### config.mk
export PLATFORM = sky130hd
export DESIGN_NAME = range_counter_wrap_pingpong
export DESIGN_NICKNAME = d
export VERILOG_FILES = /design/src/rtl/rcw_pkg.sv /design/src/rtl/rcw_cfg.sv /design/src/rtl/rcw_step.sv /design/src/rtl/range_counter_wrap_pingpong.sv
export SDC_FILE = /design/constraint.sdc
export NUM_CORES = 1
export LEC_CHECK = 0
export BUFFER_PORTS_ARGS = -buffer_cell sky130_fd_sc_hd__clkbuf_2
export CAP_MARGIN = 5
export CORE_ASPECT_RATIO = 0.7
export CORE_MARGIN = 5
export CORE_UTILIZATION = 40
export CTS_CLUSTER_SIZE = 12
export DETAILED_ROUTE_END_ITERATION = 8
export GPL_ROUTABILITY_DRIVEN = 1
export HOLD_SLACK_MARGIN = 0.08
export PLACE_DENSITY_LB_ADDON = 0.25
export SYNTH_ARGS = -nofsm -noshare
export SYNTH_HDL_FRONTEND = slang
export SYNTH_SLANG_ARGS = --single-unit
export TNS_END_PERCENT = 20
### constraint.sdc
create_clock -name clk -period 6.65 [get_ports clk]
set_clock_uncertainty 0.15 [all_clocks]
set_input_delay 0.665 -clock clk [delete_from_list [all_inputs] [get_ports clk]]
set_output_delay 0.665 -clock clk [all_outputs]
set_load 0.01 [all_outputs]
### src/rtl/rcw_pkg.sv
// ----------------------------------------------------------------------------
// rcw_pkg
// Types and codes for the Q16.16 range counter.
// ----------------------------------------------------------------------------
`default_nettype none

package rcw_pkg;

  localparam int unsigned DataW  = 32;
  localparam int unsigned KindW  = 2;
  localparam int unsigned ModeW  = 2;
  localparam int unsigned CfgIdxW = 3;

  // Item kinds
  localparam logic [KindW-1:0] KIND_TICK  = 2'd0;
  localparam logic [KindW-1:0] KIND_SET   = 2'd1;
  localparam logic [KindW-1:0] KIND_RESET = 2'd2;

  // Counting modes
  localparam logic [ModeW-1:0] MODE_WRAP_UP   = 2'd0;
  localparam logic [ModeW-1:0] MODE_WRAP_DOWN = 2'd1;
  localparam logic [ModeW-1:0] MODE_PP_UP     = 2'd2;
  localparam logic [ModeW-1:0] MODE_PP_DOWN   = 2'd3;

  // Register indexes
  localparam logic [CfgIdxW-1:0] REG_LOW  = 3'd0;
  localparam logic [CfgIdxW-1:0] REG_HIGH = 3'd1;
  localparam logic [CfgIdxW-1:0] REG_STEP = 3'd2;
  localparam logic [CfgIdxW-1:0] REG_MODE = 3'd3;

  // Reset values
  localparam logic signed [DataW-1:0] LOW_RST  = 32'sd0;
  localparam logic signed [DataW-1:0] HIGH_RST = 32'sh7FFF_FFFF;
  localparam logic signed [DataW-1:0] STEP_RST = 32'sd65536;

  typedef struct packed {
    logic signed [DataW-1:0] low;
    logic signed [DataW-1:0] high;
    logic signed [DataW-1:0] step;
    logic [ModeW-1:0]        mode;
  } cfg_t;

  typedef struct packed {
    logic signed [DataW-1:0] count;
    logic                    stage;
    logic                    done;
  } cnt_state_t;

endpackage

`default_nettype wire

### src/rtl/rcw_cfg.sv
// ----------------------------------------------------------------------------
// rcw_cfg
// Configuration register file: bounds, step and mode.
// ----------------------------------------------------------------------------
`default_nettype none

module rcw_cfg (
  input  wire logic                             clk,
  input  wire logic                             rst,
  input  wire logic                             cfg_valid,
  input  wire logic [rcw_pkg::CfgIdxW-1:0]      cfg_index,
  input  wire logic [rcw_pkg::DataW-1:0]        cfg_data,
  output rcw_pkg::cfg_t                         cfg
);

  // Writes always taken; unknown indexes dropped
  always_ff @(posedge clk) begin
    if (rst) begin
      cfg.low  <= rcw_pkg::LOW_RST;
      cfg.high <= rcw_pkg::HIGH_RST;
      cfg.step <= rcw_pkg::STEP_RST;
      cfg.mode <= rcw_pkg::MODE_WRAP_UP;
    end else if (cfg_valid) begin
      case (cfg_index)
        rcw_pkg::REG_LOW:  cfg.low  <= cfg_data;
        rcw_pkg::REG_HIGH: cfg.high <= cfg_data;
        rcw_pkg::REG_STEP: cfg.step <= cfg_data;
        rcw_pkg::REG_MODE: cfg.mode <= cfg_data[rcw_pkg::ModeW-1:0];
        default: ;
      endcase
    end
  end

endmodule

`default_nettype wire

### src/rtl/rcw_step.sv
// ----------------------------------------------------------------------------
// rcw_step
// Next-state logic for one item: tick advance, set count or restart.
// ----------------------------------------------------------------------------
`default_nettype none

module rcw_step (
  input  wire logic [rcw_pkg::KindW-1:0]        kind,
  input  wire logic signed [rcw_pkg::DataW-1:0] value,
  input  wire rcw_pkg::cfg_t                    cfg,
  input  wire rcw_pkg::cnt_state_t              cur,
  output rcw_pkg::cnt_state_t                   nxt
);

  localparam int unsigned W  = rcw_pkg::DataW;
  localparam int unsigned SW = W + 2;

  logic signed [W-1:0]  lo;
  logic signed [W-1:0]  hi;
  logic                 neg;
  logic                 stage_eff;
  logic                 up;
  logic signed [SW-1:0] sum;
  logic signed [W-1:0]  sat;
  logic                 ge_hi;
  logic                 le_lo;
  logic signed [W-1:0]  set_val;
  rcw_pkg::cnt_state_t  tick_nxt;

  // Effective bounds, swapped if reversed
  always_comb begin
    if (cfg.low > cfg.high) begin
      lo = cfg.high;
      hi = cfg.low;
    end else begin
      lo = cfg.low;
      hi = cfg.high;
    end
  end

  // Direction: modes wrap-up and up-then-down count up; ping-pong modes flip in stage 1
  assign neg       = cfg.step[W-1];
  assign stage_eff = cur.stage & cfg.mode[1];
  assign up        = ~cfg.mode[0] ^ stage_eff;

  // Exact sum, then saturate to 32 bits
  always_comb begin
    if (up) begin
      sum = {{2{cur.count[W-1]}}, cur.count} + {{2{cfg.step[W-1]}}, cfg.step};
    end else begin
      sum = {{2{cur.count[W-1]}}, cur.count} - {{2{cfg.step[W-1]}}, cfg.step};
    end
    if (sum[SW-1:W-1] == '0 || sum[SW-1:W-1] == '1) begin
      sat = sum[W-1:0];
    end else if (sum[SW-1]) begin
      sat = {1'b1, {(W-1){1'b0}}};
    end else begin
      sat = {1'b0, {(W-1){1'b1}}};
    end
  end

  assign ge_hi = (sat >= hi);
  assign le_lo = (sat <= lo);

  // Bound handling by mode
  always_comb begin
    tick_nxt.count = sat;
    tick_nxt.stage = stage_eff;
    tick_nxt.done  = 1'b0;
    case (cfg.mode)
      rcw_pkg::MODE_WRAP_UP, rcw_pkg::MODE_WRAP_DOWN: begin
        if (cfg.mode[0] == neg) begin
          if (ge_hi) begin
            tick_nxt.count = lo;
            tick_nxt.done  = 1'b1;
          end
        end else if (le_lo) begin
          tick_nxt.count = hi;
          tick_nxt.done  = 1'b1;
        end
      end
      rcw_pkg::MODE_PP_UP: begin
        if (ge_hi) begin
          tick_nxt.count = hi;
          tick_nxt.stage = ~neg;
          tick_nxt.done  = 1'b1;
        end else if (le_lo) begin
          tick_nxt.count = lo;
          tick_nxt.stage = neg;
          tick_nxt.done  = 1'b1;
        end
      end
      default: begin
        if (ge_hi) begin
          tick_nxt.count = hi;
          tick_nxt.stage = neg;
          tick_nxt.done  = 1'b1;
        end else if (le_lo) begin
          tick_nxt.count = lo;
          tick_nxt.stage = ~neg;
          tick_nxt.done  = 1'b1;
        end
      end
    endcase
  end

  // Set count clamps against the raw bounds, low test first
  always_comb begin
    if (value < cfg.low) begin
      set_val = cfg.low;
    end else if (value > cfg.high) begin
      set_val = cfg.high;
    end else begin
      set_val = value;
    end
  end

  // Select by item kind
  always_comb begin
    nxt = cur;
    case (kind)
      rcw_pkg::KIND_TICK: nxt = tick_nxt;
      rcw_pkg::KIND_SET:  nxt.count = set_val;
      rcw_pkg::KIND_RESET: begin
        if (!cfg.mode[0] && !neg) begin
          nxt.count = cfg.low;
        end else begin
          nxt.count = cfg.high;
        end
        nxt.stage = 1'b0;
        nxt.done  = 1'b1;
      end
      default: ;
    endcase
  end

endmodule

`default_nettype wire

### src/rtl/range_counter_wrap_pingpong.sv
// ----------------------------------------------------------------------------
// range_counter_wrap_pingpong
// Q16.16 range counter with wrap and ping-pong modes, signed step.
// ----------------------------------------------------------------------------
//  channel | signals                           | handshake
//  --------+-----------------------------------+------------------
//  in      | kind, count_value                 | in_valid/in_stall
//  out     | count_out, done_res               | out_valid/out_stall
//  cfg     | cfg_index, cfg_data               | cfg_valid/cfg_ready
//
//  One item per cycle sustained unless out_stall holds a tick. An item sits in
//  the input register until it goes on, when the counter state is updated; a
//  tick word lands in the output register at that same edge and is valid there.
//  Set and restart items make no word and never wait on the output side.
//  Sync reset clears valids and loads counter state (count 0, done armed).
//  out_stall holds a tick in the input register, which then stalls input.
// ----------------------------------------------------------------------------
`default_nettype none

module range_counter_wrap_pingpong (
  input  wire logic                             clk,
  input  wire logic                             rst,
  input  wire logic                             in_valid,
  output logic                                  in_stall,
  input  wire logic [rcw_pkg::KindW-1:0]        kind,
  input  wire logic signed [rcw_pkg::DataW-1:0] count_value,
  output logic                                  out_valid,
  input  wire logic                             out_stall,
  output logic signed [rcw_pkg::DataW-1:0]      count_out,
  output logic                                  done_res,
  input  wire logic                             cfg_valid,
  output logic                                  cfg_ready,
  input  wire logic [rcw_pkg::CfgIdxW-1:0]      cfg_index,
  input  wire logic [rcw_pkg::DataW-1:0]        cfg_data
);

  rcw_pkg::cfg_t                  cfg;
  rcw_pkg::cnt_state_t            state;
  rcw_pkg::cnt_state_t            state_next;
  logic                           item_vld;
  logic [rcw_pkg::KindW-1:0]      item_kind;
  logic signed [rcw_pkg::DataW-1:0] item_value;
  logic                           out_free;
  logic                           item_go;

  assign cfg_ready = 1'b1;

  rcw_cfg u_cfg (
    .clk       (clk),
    .rst       (rst),
    .cfg_valid (cfg_valid),
    .cfg_index (cfg_index),
    .cfg_data  (cfg_data),
    .cfg       (cfg)
  );

  rcw_step u_step (
    .kind  (item_kind),
    .value (item_value),
    .cfg   (cfg),
    .cur   (state),
    .nxt   (state_next)
  );

  // Only ticks need room in the output register
  assign out_free = ~out_valid | ~out_stall;
  assign item_go  = item_vld & ((item_kind != rcw_pkg::KIND_TICK) | out_free);
  assign in_stall = item_vld & ~item_go;

  // Input register
  always_ff @(posedge clk) begin
    if (rst) begin
      item_vld <= 1'b0;
    end else if (!in_stall) begin
      item_vld <= in_valid;
    end
  end

  always_ff @(posedge clk) begin
    if (!in_stall) begin
      item_kind  <= kind;
      item_value <= count_value;
    end
  end

  // Counter state
  always_ff @(posedge clk) begin
    if (rst) begin
      state.count <= rcw_pkg::LOW_RST;
      state.stage <= 1'b0;
      state.done  <= 1'b1;
    end else if (item_go) begin
      state <= state_next;
    end
  end

  // Output register: pre-advance count and the armed done flag
  always_ff @(posedge clk) begin
    if (rst) begin
      out_valid <= 1'b0;
    end else if (out_free) begin
      out_valid <= item_go & (item_kind == rcw_pkg::KIND_TICK);
    end
  end

  always_ff @(posedge clk) begin
    if (out_free) begin
      count_out <= state.count;
      done_res  <= state.done;
    end
  end

endmodule

`default_nettype wire

==> metrics, run 1 <==
DR iter-0 viols 1542; CP Data Arrival Time 7.54 ns; CTS tree done; fin nets roughly 2600; Clock power frac 30.3%; Crit-path slowest cell or4b_4; final core occ approximately 55%; chip height 178.4 um; worst-margin pin slew 1.200 ns; Int Pwr 3.074 mW; clk_lat worst skew 0.56 ns; hold_buf cts 0; crit-path max cell delay 0.54 ns; total congestion overflow 0; # setup viols final 34; ys async rst share 0%; Req. time, crit path 6.95 ns; syn_nets ~2200; Worst-path clk slew 0.06 ns; Slew headroom between 20% and 30%; Slew Limit Fails 0; initial core utilization 40.65%; Place WS -1.195 ns; Synth Area in Compound Gates 27.13%; number of max-cap violations 0; share of layout cells above drive strength 1 between 20% and 30%; Seq cells post-synth between 200 and 250; status finished with violations; maximum VDD drop 0.2004 mV; vias in the first global route around 17000; gp weighted congestion between 1 and 1.5; CTS root buffer clkbuf_16; hold crit path type in2reg; Core ar. 39840 um^2; count leader, synth nand2_1; most frequent cells after synthesis nand2_1, a21oi_1, ha_1; # IOs 110; Avg Cell Area, Syn 8.259 um^2; CP max FO 6; Worst Setup End Kind register; largest net degree at the start of global routing between 60 and 70; Max Freq 138.2 MHz; Worst setup SP type register; fraction of the yosys area taken by sequential cells 28.98%; Post-synth EDFFs 67; Sw Pwr 1.707 mW; CTS H-tree depth 1; Post-Synth XOR/XNOR Area 3.407%; fin worst setup slack -0.5836 ns; Non-Filler Instances 2915; WL per Instance 22.73 um; min Tclk post-route 7.234 ns; # placed instances 2831; Yosys warnings 0; simple-gate area share of the yosys netlist between 10% and 20%; First-pass DRT Iterations 6; Worst path most repeated cell buf_4; WS Path Type reg2reg; GRT Total Usage about 28%; sequential power share 28.8%; IO Port Bufs 108; Final Hold Viols 0; RSZ-0062 raised after global routing yes; drt total wl roughly 66000 um; vias 17490; Routed Antenna Nets 0; violated checks setup timing; number of placement rows between 60 and 70; Synth top area share between 10% and 20%; mean number of vias per cell 5.999; DRC 0; main area contributors after synthesis dfxtp_1, ha_1, edfxtp_1, nand2_1, a21oi_1; switching share of power between 30 and 40%; synthesized instance count between 1500 and 2000; crit share post-route 108.8%; Leak Pwr a little under 10 nW; Antenna Cells 0; Sink Count 201; Post-synth top flop dfxtp_1; area share of fa/ha/maj cells after synthesis 15.91%; combinational family with the most area after synthesis compound AO/OA/AOI/OAI gates; Post-Syn Area between 15000 and 20000 um^2; die area 44680 um^2; power density cells 219.5 nW/um^2; CTS Buf Count 24; r2r setup slk -0.58 ns; Synth area leader dfxtp_1; initial antenna violation count 0; first-pass GRT wire length approximately 98000 um; Post-DP HPWL about 51000 um; DIE WIDTH 250.5 um; Clock Path Buffers 3; multiplexer share of the synthesized area under 10%; Combinational Power Share a little over 40%; Distinct cells, synth 88; Synth-to-Final Area Change 34.45%
## state kept, by name (all words and copies together), names as in the netlist
register    count
count_out      32
done_res        1
item_kind       2
item_value     32
item_vld        1
out_valid       1
state          34
u_cfg.cfg      98
## power by group through the flow
stage | clock, mW | sequential, mW | combinational [mW]
6_report | 1.45 | 1.38 | 1.96
5_1_grt | 1.52 | 1.38 | 2.08
4_1_cts | 1.47 | 1.38 | 1.79
3_5_place_dp | 0 | 1.40 | 1.59
3_3_place_gp | 0 | 1.40 | 1.57
2_1_floorplan | 0 | 1.39 | 0.851
## routing by layer
metal  GRT usage [%]  vias to the layer above  share of wire [%]
met2           45.10                      745                 44
met1           39.46                     8433                 45
li1                -                     8170                  -
met3           3.279                      139                6.8
met5               0                        -                  0
met4           9.909                        0                4.0
## logic make-up (layout without fill, tap and decap cells)
kind of cell | after synthesis | count (layout)
compound gates | 657 | 657
xor+xnor | 63 | 63
fa+ha+maj | 207 | 207
buf+inv | 200 | 618
flops | 201 | 201
mux | 55 | 55
other cells | 1 | 1
simple gates | 577 | 578
## through the flow
stage | hold slack (ns) | total power, mW | setup TNS [ns] | instance area [um^2]
6_report | 0.1290 | 4.781 | -15.75 | 21780
5_1_grt | 0.1183 | 4.975 | -23.64 | 21780
4_1_cts | 0.1092 | 4.641 | -9.237 | 21260
3_5_place_dp | 0.2776 | 2.994 | -35.05 | 19700
3_3_place_gp | 0.2684 | 2.972 | -34.31 | 19700
2_1_floorplan | 0.2595 | 2.245 | 0 | 16310
## final cells by class
| type | count | area, um^2 |
|---|---|---|
| Inverter | 96 | 365.4 |
| Timing Repair Buffer | 479 | 3575 |
| Sequential cell | 201 | 4705 |
| Tap cell | 535 | 669.4 |
| Fill cell | 3785 | 18060 |
| Clock inverter | 8 | 95.09 |
| Multi-Input combinational cell | 1561 | 11610 |
| Clock buffer | 35 | 757.0 |
## final timing paths
check,from,end,cells past startpoint
setup / recovery,u_cfg.cfg[11],state[28],30
setup reg to reg,u_cfg.cfg[11],state[28],30
hold / removal,count_value[23],item_value[23],1
hold reg to reg,state[0],done_res,0
## repair_timing
| item | 4_1_cts | 5_1_grt |
|---|---|---|
| setup buffers | 23 | 17 |
| pin swaps | 38 | 44 |
| resized for setup | 113 | 91 |
| setup endpoints to repair | 34 | 34 |
| gates cloned | 3 | 0 |
## worst max-delay path, delay by kind of cell (launching register included)
| kind | cells | cell delay, ns |
|---|---|---|
| compound gates | 11 | 2.40 |
| xor+xnor | 1 | 0.11 |
| buf+inv | 7 | 1.05 |
| flops | 1 | 0.34 |
| simple gates | 8 | 2.05 |
| fa+ha+maj | 3 | 1.04 |
## placed cells by master, fill, tap and decap left out, types with 11 or more instances in the layout
| cell | instances |
|---|---|
| xnor2_1 | 36 |
| buf_12 | 12 |
| a21oi_1 | 227 |
| a21o_1 | 45 |
| mux2i_1 | 49 |
| nor2_1 | 65 |
| nor2b_1 | 11 |
| nand2_1 | 308 |
| ha_4 | 11 |
| o21ai_1 | 16 |
| clkbuf_16 | 30 |
| inv_1 | 91 |
| edfxtp_1 | 67 |
| nor3_1 | 21 |
| buf_4 | 340 |
| o211ai_1 | 54 |
| a22oi_1 | 20 |
| xor2_1 | 25 |
| buf_6 | 17 |
| nand2_2 | 12 |
| a31oi_1 | 23 |
| ha_1 | 185 |
| o21ai_0 | 48 |
| nand4_1 | 34 |
| a221oi_1 | 54 |
| nand3_1 | 27 |
| o22ai_1 | 11 |
| dfxtp_1 | 130 |
| clkbuf_2 | 108 |
| a221o_1 | 18 |
(Power assumes the default switching activity.)
==> run 2, diff against run 1 <==
- CORE_UTILIZATION: 40 -> 30
==> run 2 against run 1 <==
Against the previous run: the flow still finishes with violations (setup timing); count of clock-buffer cells in the layout rose by 1; critical endpoint is now state[12]; critical path type unchanged; worst hold slack worse by 0.010 ns; fmax fell by 0.65%; highest routed layer unchanged; register-to-register slack worse by 0.05 ns; wire length grew 3.6%; sequential power hardly changed.
==> metrics, run 2 (synthesis gave the netlist of run 1 again) <==
power density cells between 200 and 250 nW/um^2; final core occ ~41%; fin worst setup slack -0.6307 ns; CP Data Arrival Time between 7 and 8 ns; family with the most delay on the worst path simple AND/OR/NAND/NOR gates; Req. time, crit path 6.95 ns; CTS Buf Count 26; First-pass DRT Iterations 6; GRT Total Usage 22.22%; worst-margin pin slew 1.274 ns; DR iter-0 viols roughly 1500; met1 usage 32.83%; Final Cell Area about 22000 um^2; Max Freq around 140 MHz; DRC 0; min Tclk post-route about 7.3 ns; hold_buf cts 0; R2R Path End state[12]; chip height 204.4 um; Worst Setup End Kind register; share of layout cells above drive strength 1 between 20% and 30%; largest net degree at the start of global routing 63; met2 GRT Util 34.95%; vias in the first global route 16510; CTS H-tree depth 1; mean number of vias per cell 5.578; crit-path max cell delay 0.63 ns; RSZ-0062 raised after global routing yes; clk_lat worst skew 0.57 ns; CTS tree done; CP max FO 12; cell area after placement 19870 um^2; status finished with violations; Clock Path Buffers 3; GRT met3 Usage 2.542%; most common library cell in the layout ignoring fill and taps buf_4; number of placement rows 71; gp weighted congestion around 0.96; vias 17310; Largest Register u_cfg.cfg; R2R depth 31; DIE WIDTH between 200 and 300 um; max reg flops 98; IO Port Bufs about 110; die area 58810 um^2; # placed instances about 3000; Worst-path clk slew 0.07 ns; Worst setup SP type register; worst hold endpoint item_kind[1]; Leak Pwr 9.576 nW; biggest regs u_cfg.cfg (98), state (34); total congestion overflow 0; Final Hold Viols 0; # setup viols final 34; hold depth 1; fin nets 2625; r2r setup slk -0.63 ns; crit share post-route 109.5%; hold crit path type in2reg; Post-DP HPWL 53910 um; Non-Filler Instances 3104; drt total wl 68630 um; Routed Antenna Nets 0; first-pass GRT wire length 101500 um; GR peak layer met2; Slew headroom between 10% and 20%; Sink Count 201; Slew Limit Fails 0; Buf/Inv on CP 8; Synth-to-Final Area Change 34.21%; CTS root buffer clkbuf_16; most frequent cells in the layout buf_4, nand2_1, a21oi_1; WS Path Type reg2reg; initial antenna violation count 0; Core ar. 53570 um^2; initial core utilization 30.24%; min-delay src kind[1]; WL per Instance between 20 and 25 um; # IOs 110; maximum VDD drop 0.1831 mV; Layout fillers 5467; Crit Reg-Reg Startpoint u_cfg.cfg[2]; number of max-cap violations 0; violated checks setup timing; Crit-path slowest cell or4_4
==> run 2: final cells by class <==
cell class / instances / area [um^2] / area share [%]
repair buffers: 467 / 3455 / 15.89
inverters: 96 / 360.3 / 1.658
multi-input cells: 1561 / 11420 / 52.52
well taps: 730 / 913.4 / 4.202
flip-flops and latches: 201 / 4702 / 21.63
clock inverters: 12 / 107.6 / 0.4950
diodes: 1 / 2.502 / 0.01151
clock buffers: 36 / 780.7 / 3.592
==> run 2: layer usage <==
layer | vias to the layer above | routed length (um)
li1 | 8153 | -
met1 | 8375 | 32480
met2 | 686 | 29540
met3 | 100 | 4634
met4 | 0 | 1976
met5 | - | 0
==> run 2: worst max path at each step <==
stage,start,slack [ns],cells past startpoint,to
global placement,u_cfg.cfg[2],-1.56,30,state[12]
CTS,u_cfg.cfg[2],-0.41,29,state[8]
global route,u_cfg.cfg[2],-0.83,31,state[12]
finish,u_cfg.cfg[2],-0.63,31,state[12]
floorplan,u_cfg.cfg[2],0.0005,30,state[3]
detailed placement,u_cfg.cfg[3],-1.77,30,state[12]
==> run 2: power by group <==
part | switching, mW | total, mW | internal (mW)
Sequential | 0.0512 | 1.38 | 1.32
Combinational | 1.07 | 1.91 | 0.840
Clock | 0.616 | 1.51 | 0.891
==> run 2: through the flow <==
| step | hold WS [ns] | setup WS [ns] | power (mW) | TNS [ns] |
|---|---|---|---|---|
| final | 0.1185 | -0.6307 | 4.795 | -17.28 |
| after global routing | 0.1040 | -0.8346 | 5.016 | -26.30 |
| after CTS | 0.1011 | -0.4146 | 4.673 | -10.01 |
| after detailed placement | 0.2809 | -1.766 | 2.990 | -47.21 |
| after global placement | 0.2772 | -1.564 | 2.973 | -41.98 |
| after floorplan | 0.2595 | 0.0004605 | 2.245 | 0 |
==> run 2: what timing repair did <==
item	in CTS	in global routing
resized for setup	89	66
cloned	1	1
endpoints found under the setup margin	34	34
pin swaps	36	24
buffers inserted	20	15
endpoints found under the hold margin	0	0
==> run 3, diff against run 2 <==
- SKIP_LAST_GASP: unset -> 1
==> run 3 against run 2 <==
Against the previous run: the flow still finishes with violations (setup timing); via count fell by 0.44%; flip-flop and latch count did not move; largest cell class unchanged; combinational power fell by 3%; fmax rose by 0.18%; wire length fell by 0.48%; global-route usage did not move.
==> metrics, run 3 (synthesis gave the netlist of run 1 again) <==
Sink Count 201; WS Path Type reg2reg; # setup viols final 34; DRC 0; Core ar. between 50000 and 60000 um^2; Max Freq 137.6 MHz; hold_buf cts 0; most frequent cells in the layout buf_4, nand2_1, a21oi_1; CTS Buf Count 26; share of layout cells above drive strength 1 25.93%; IO Port Bufs between 100 and 150; die area 58810 um^2; Synth-to-Final Area Change 32.75%; Worst setup SP type register; Place WS -1.766 ns; number of max-cap violations 0; RSZ-0062 raised after global routing yes; mean number of vias per cell 5.564; CTS H-tree depth 1; worst-margin pin slew ~1.3 ns; R2R depth 33; biggest regs u_cfg.cfg (98), state (34); initial core utilization 30.24%; largest net degree at the start of global routing 63; Setup crit end state[28]; fin worst setup slack -0.6176 ns; Final Hold Viols 0; Leak Pwr ~9.5 nW; maximum VDD drop 0.1745 mV; gp weighted congestion between 0.9 and 1; family with the most delay on the worst path compound AO/OA/AOI/OAI gates; crit share post-route 109.3%; WL per Instance about 22 um; DIE WIDTH 287.7 um; violated checks setup timing; crit-path max cell delay 0.36 ns; Worst-path clk slew 0.07 ns; Crit. Startpoint u_cfg.cfg[2]; R2R Path End state[28]; GRT Total Usage 22.22%; status finished with violations; First-pass DRT Iterations 6; Largest Register u_cfg.cfg; Slew Limit Fails 0; Crit-path slowest cell dfxtp_4; total congestion overflow 0; number of cells on the critical path 33; initial antenna violation count 0; CP max FO 5; clk_lat worst skew 0.57 ns; vias 17240; r2r setup slk -0.62 ns; Worst Setup End Kind register; Pwr Total around 4.7 mW; CP Data Arrival Time 7.57 ns; CTS tree done; max reg flops 98; # IOs between 100 and 150; worst hold slack 0.1197 ns; Post-DP HPWL 53910 um; Layout fillers 5478; fin nets 2620; Buf/Inv on CP 9; Routed Antenna Nets 0; Clock Path Buffers 3; most common library cell in the layout ignoring fill and taps buf_4; DR iter-0 viols around 1600; vias in the first global route around 16000; Req. time, crit path between 6 and 7 ns; hold crit path type in2reg; number of placement rows between 70 and 80; drt total wl a little under 70000 um; Crit Reg-Reg Startpoint u_cfg.cfg[2]; chip height 204.4 um; first-pass GRT wire length 101500 um; CTS root buffer clkbuf_16; Slew headroom 15.84%; min Tclk post-route 7.268 ns; power density cells 220.0 nW/um^2; Antenna Cells 0
## run 3: cell types whose count changed in the layout (fill, tap and decap cells not counted), moves of 5 or more
cell | before | now
o21ai_0 | 49 | 55
a22oi_1 | 11 | 21
o21ai_1 | 17 | 12
a22oi_2 | 11 | 1
## run 3: repair_timing
action,CTS,global route
gates resized for setup,73,33
setup endpoints to repair,34,34
buffers inserted,20,10
pin swaps,34,20
cloned,1,1
## run 3: layout make-up
cell class	instances	area [um^2]	area share, %
clock inverters	12	107.6	0.5004
flip-flops and latches	201	4702	21.87
well taps	730	913.4	4.248
clock buffers	36	780.7	3.631
multi-input cells	1561	11280	52.45
repair buffers	462	3361	15.63
inverters	96	360.3	1.676
## run 3: worst min path at each step
| stage | cells past startpoint | slack [ns] | to | start |
|---|---|---|---|---|
| 4_1_cts | 1 | 0.10 | item_value[9] | count_value[9] |
| 6_report | 1 | 0.12 | item_kind[1] | kind[1] |
| 3_3_place_gp | 0 | 0.28 | done_res | state[0] |
| 5_1_grt | 1 | 0.10 | item_value[7] | count_value[7] |
| 2_1_floorplan | 0 | 0.26 | done_res | state[0] |
| 3_5_place_dp | 0 | 0.28 | done_res | state[0] |
## run 3: power by group
group          internal [mW]  total (mW)  switching [mW]
Combinational          0.806        1.85            1.04
Sequential              1.32        1.38          0.0509
Clock                  0.892        1.51           0.618
Total                   3.02        4.73            1.71
## run 3: stage by stage
stage               area [um^2]  util, %  cells  TNS (ns)
global route              21500    40.14   3098    -27.85
CTS                       21260    39.69   3087    -10.55
finish                    21500    40.14   3098    -17.80
floorplan                 16310        -   1961         0
detailed placement        19870    37.09   3018    -47.21
global placement          19870    37.09   3018    -41.98
## run 3: routing by layer
metal,share of wire (%),global-route usage [%],vias to the layer above
li1,-,-,8144
met1,48,32.78,8373
met2,43,35.15,632
met3,6.6,2.542,89
met4,2.4,4.511,0
met5,0,0,-
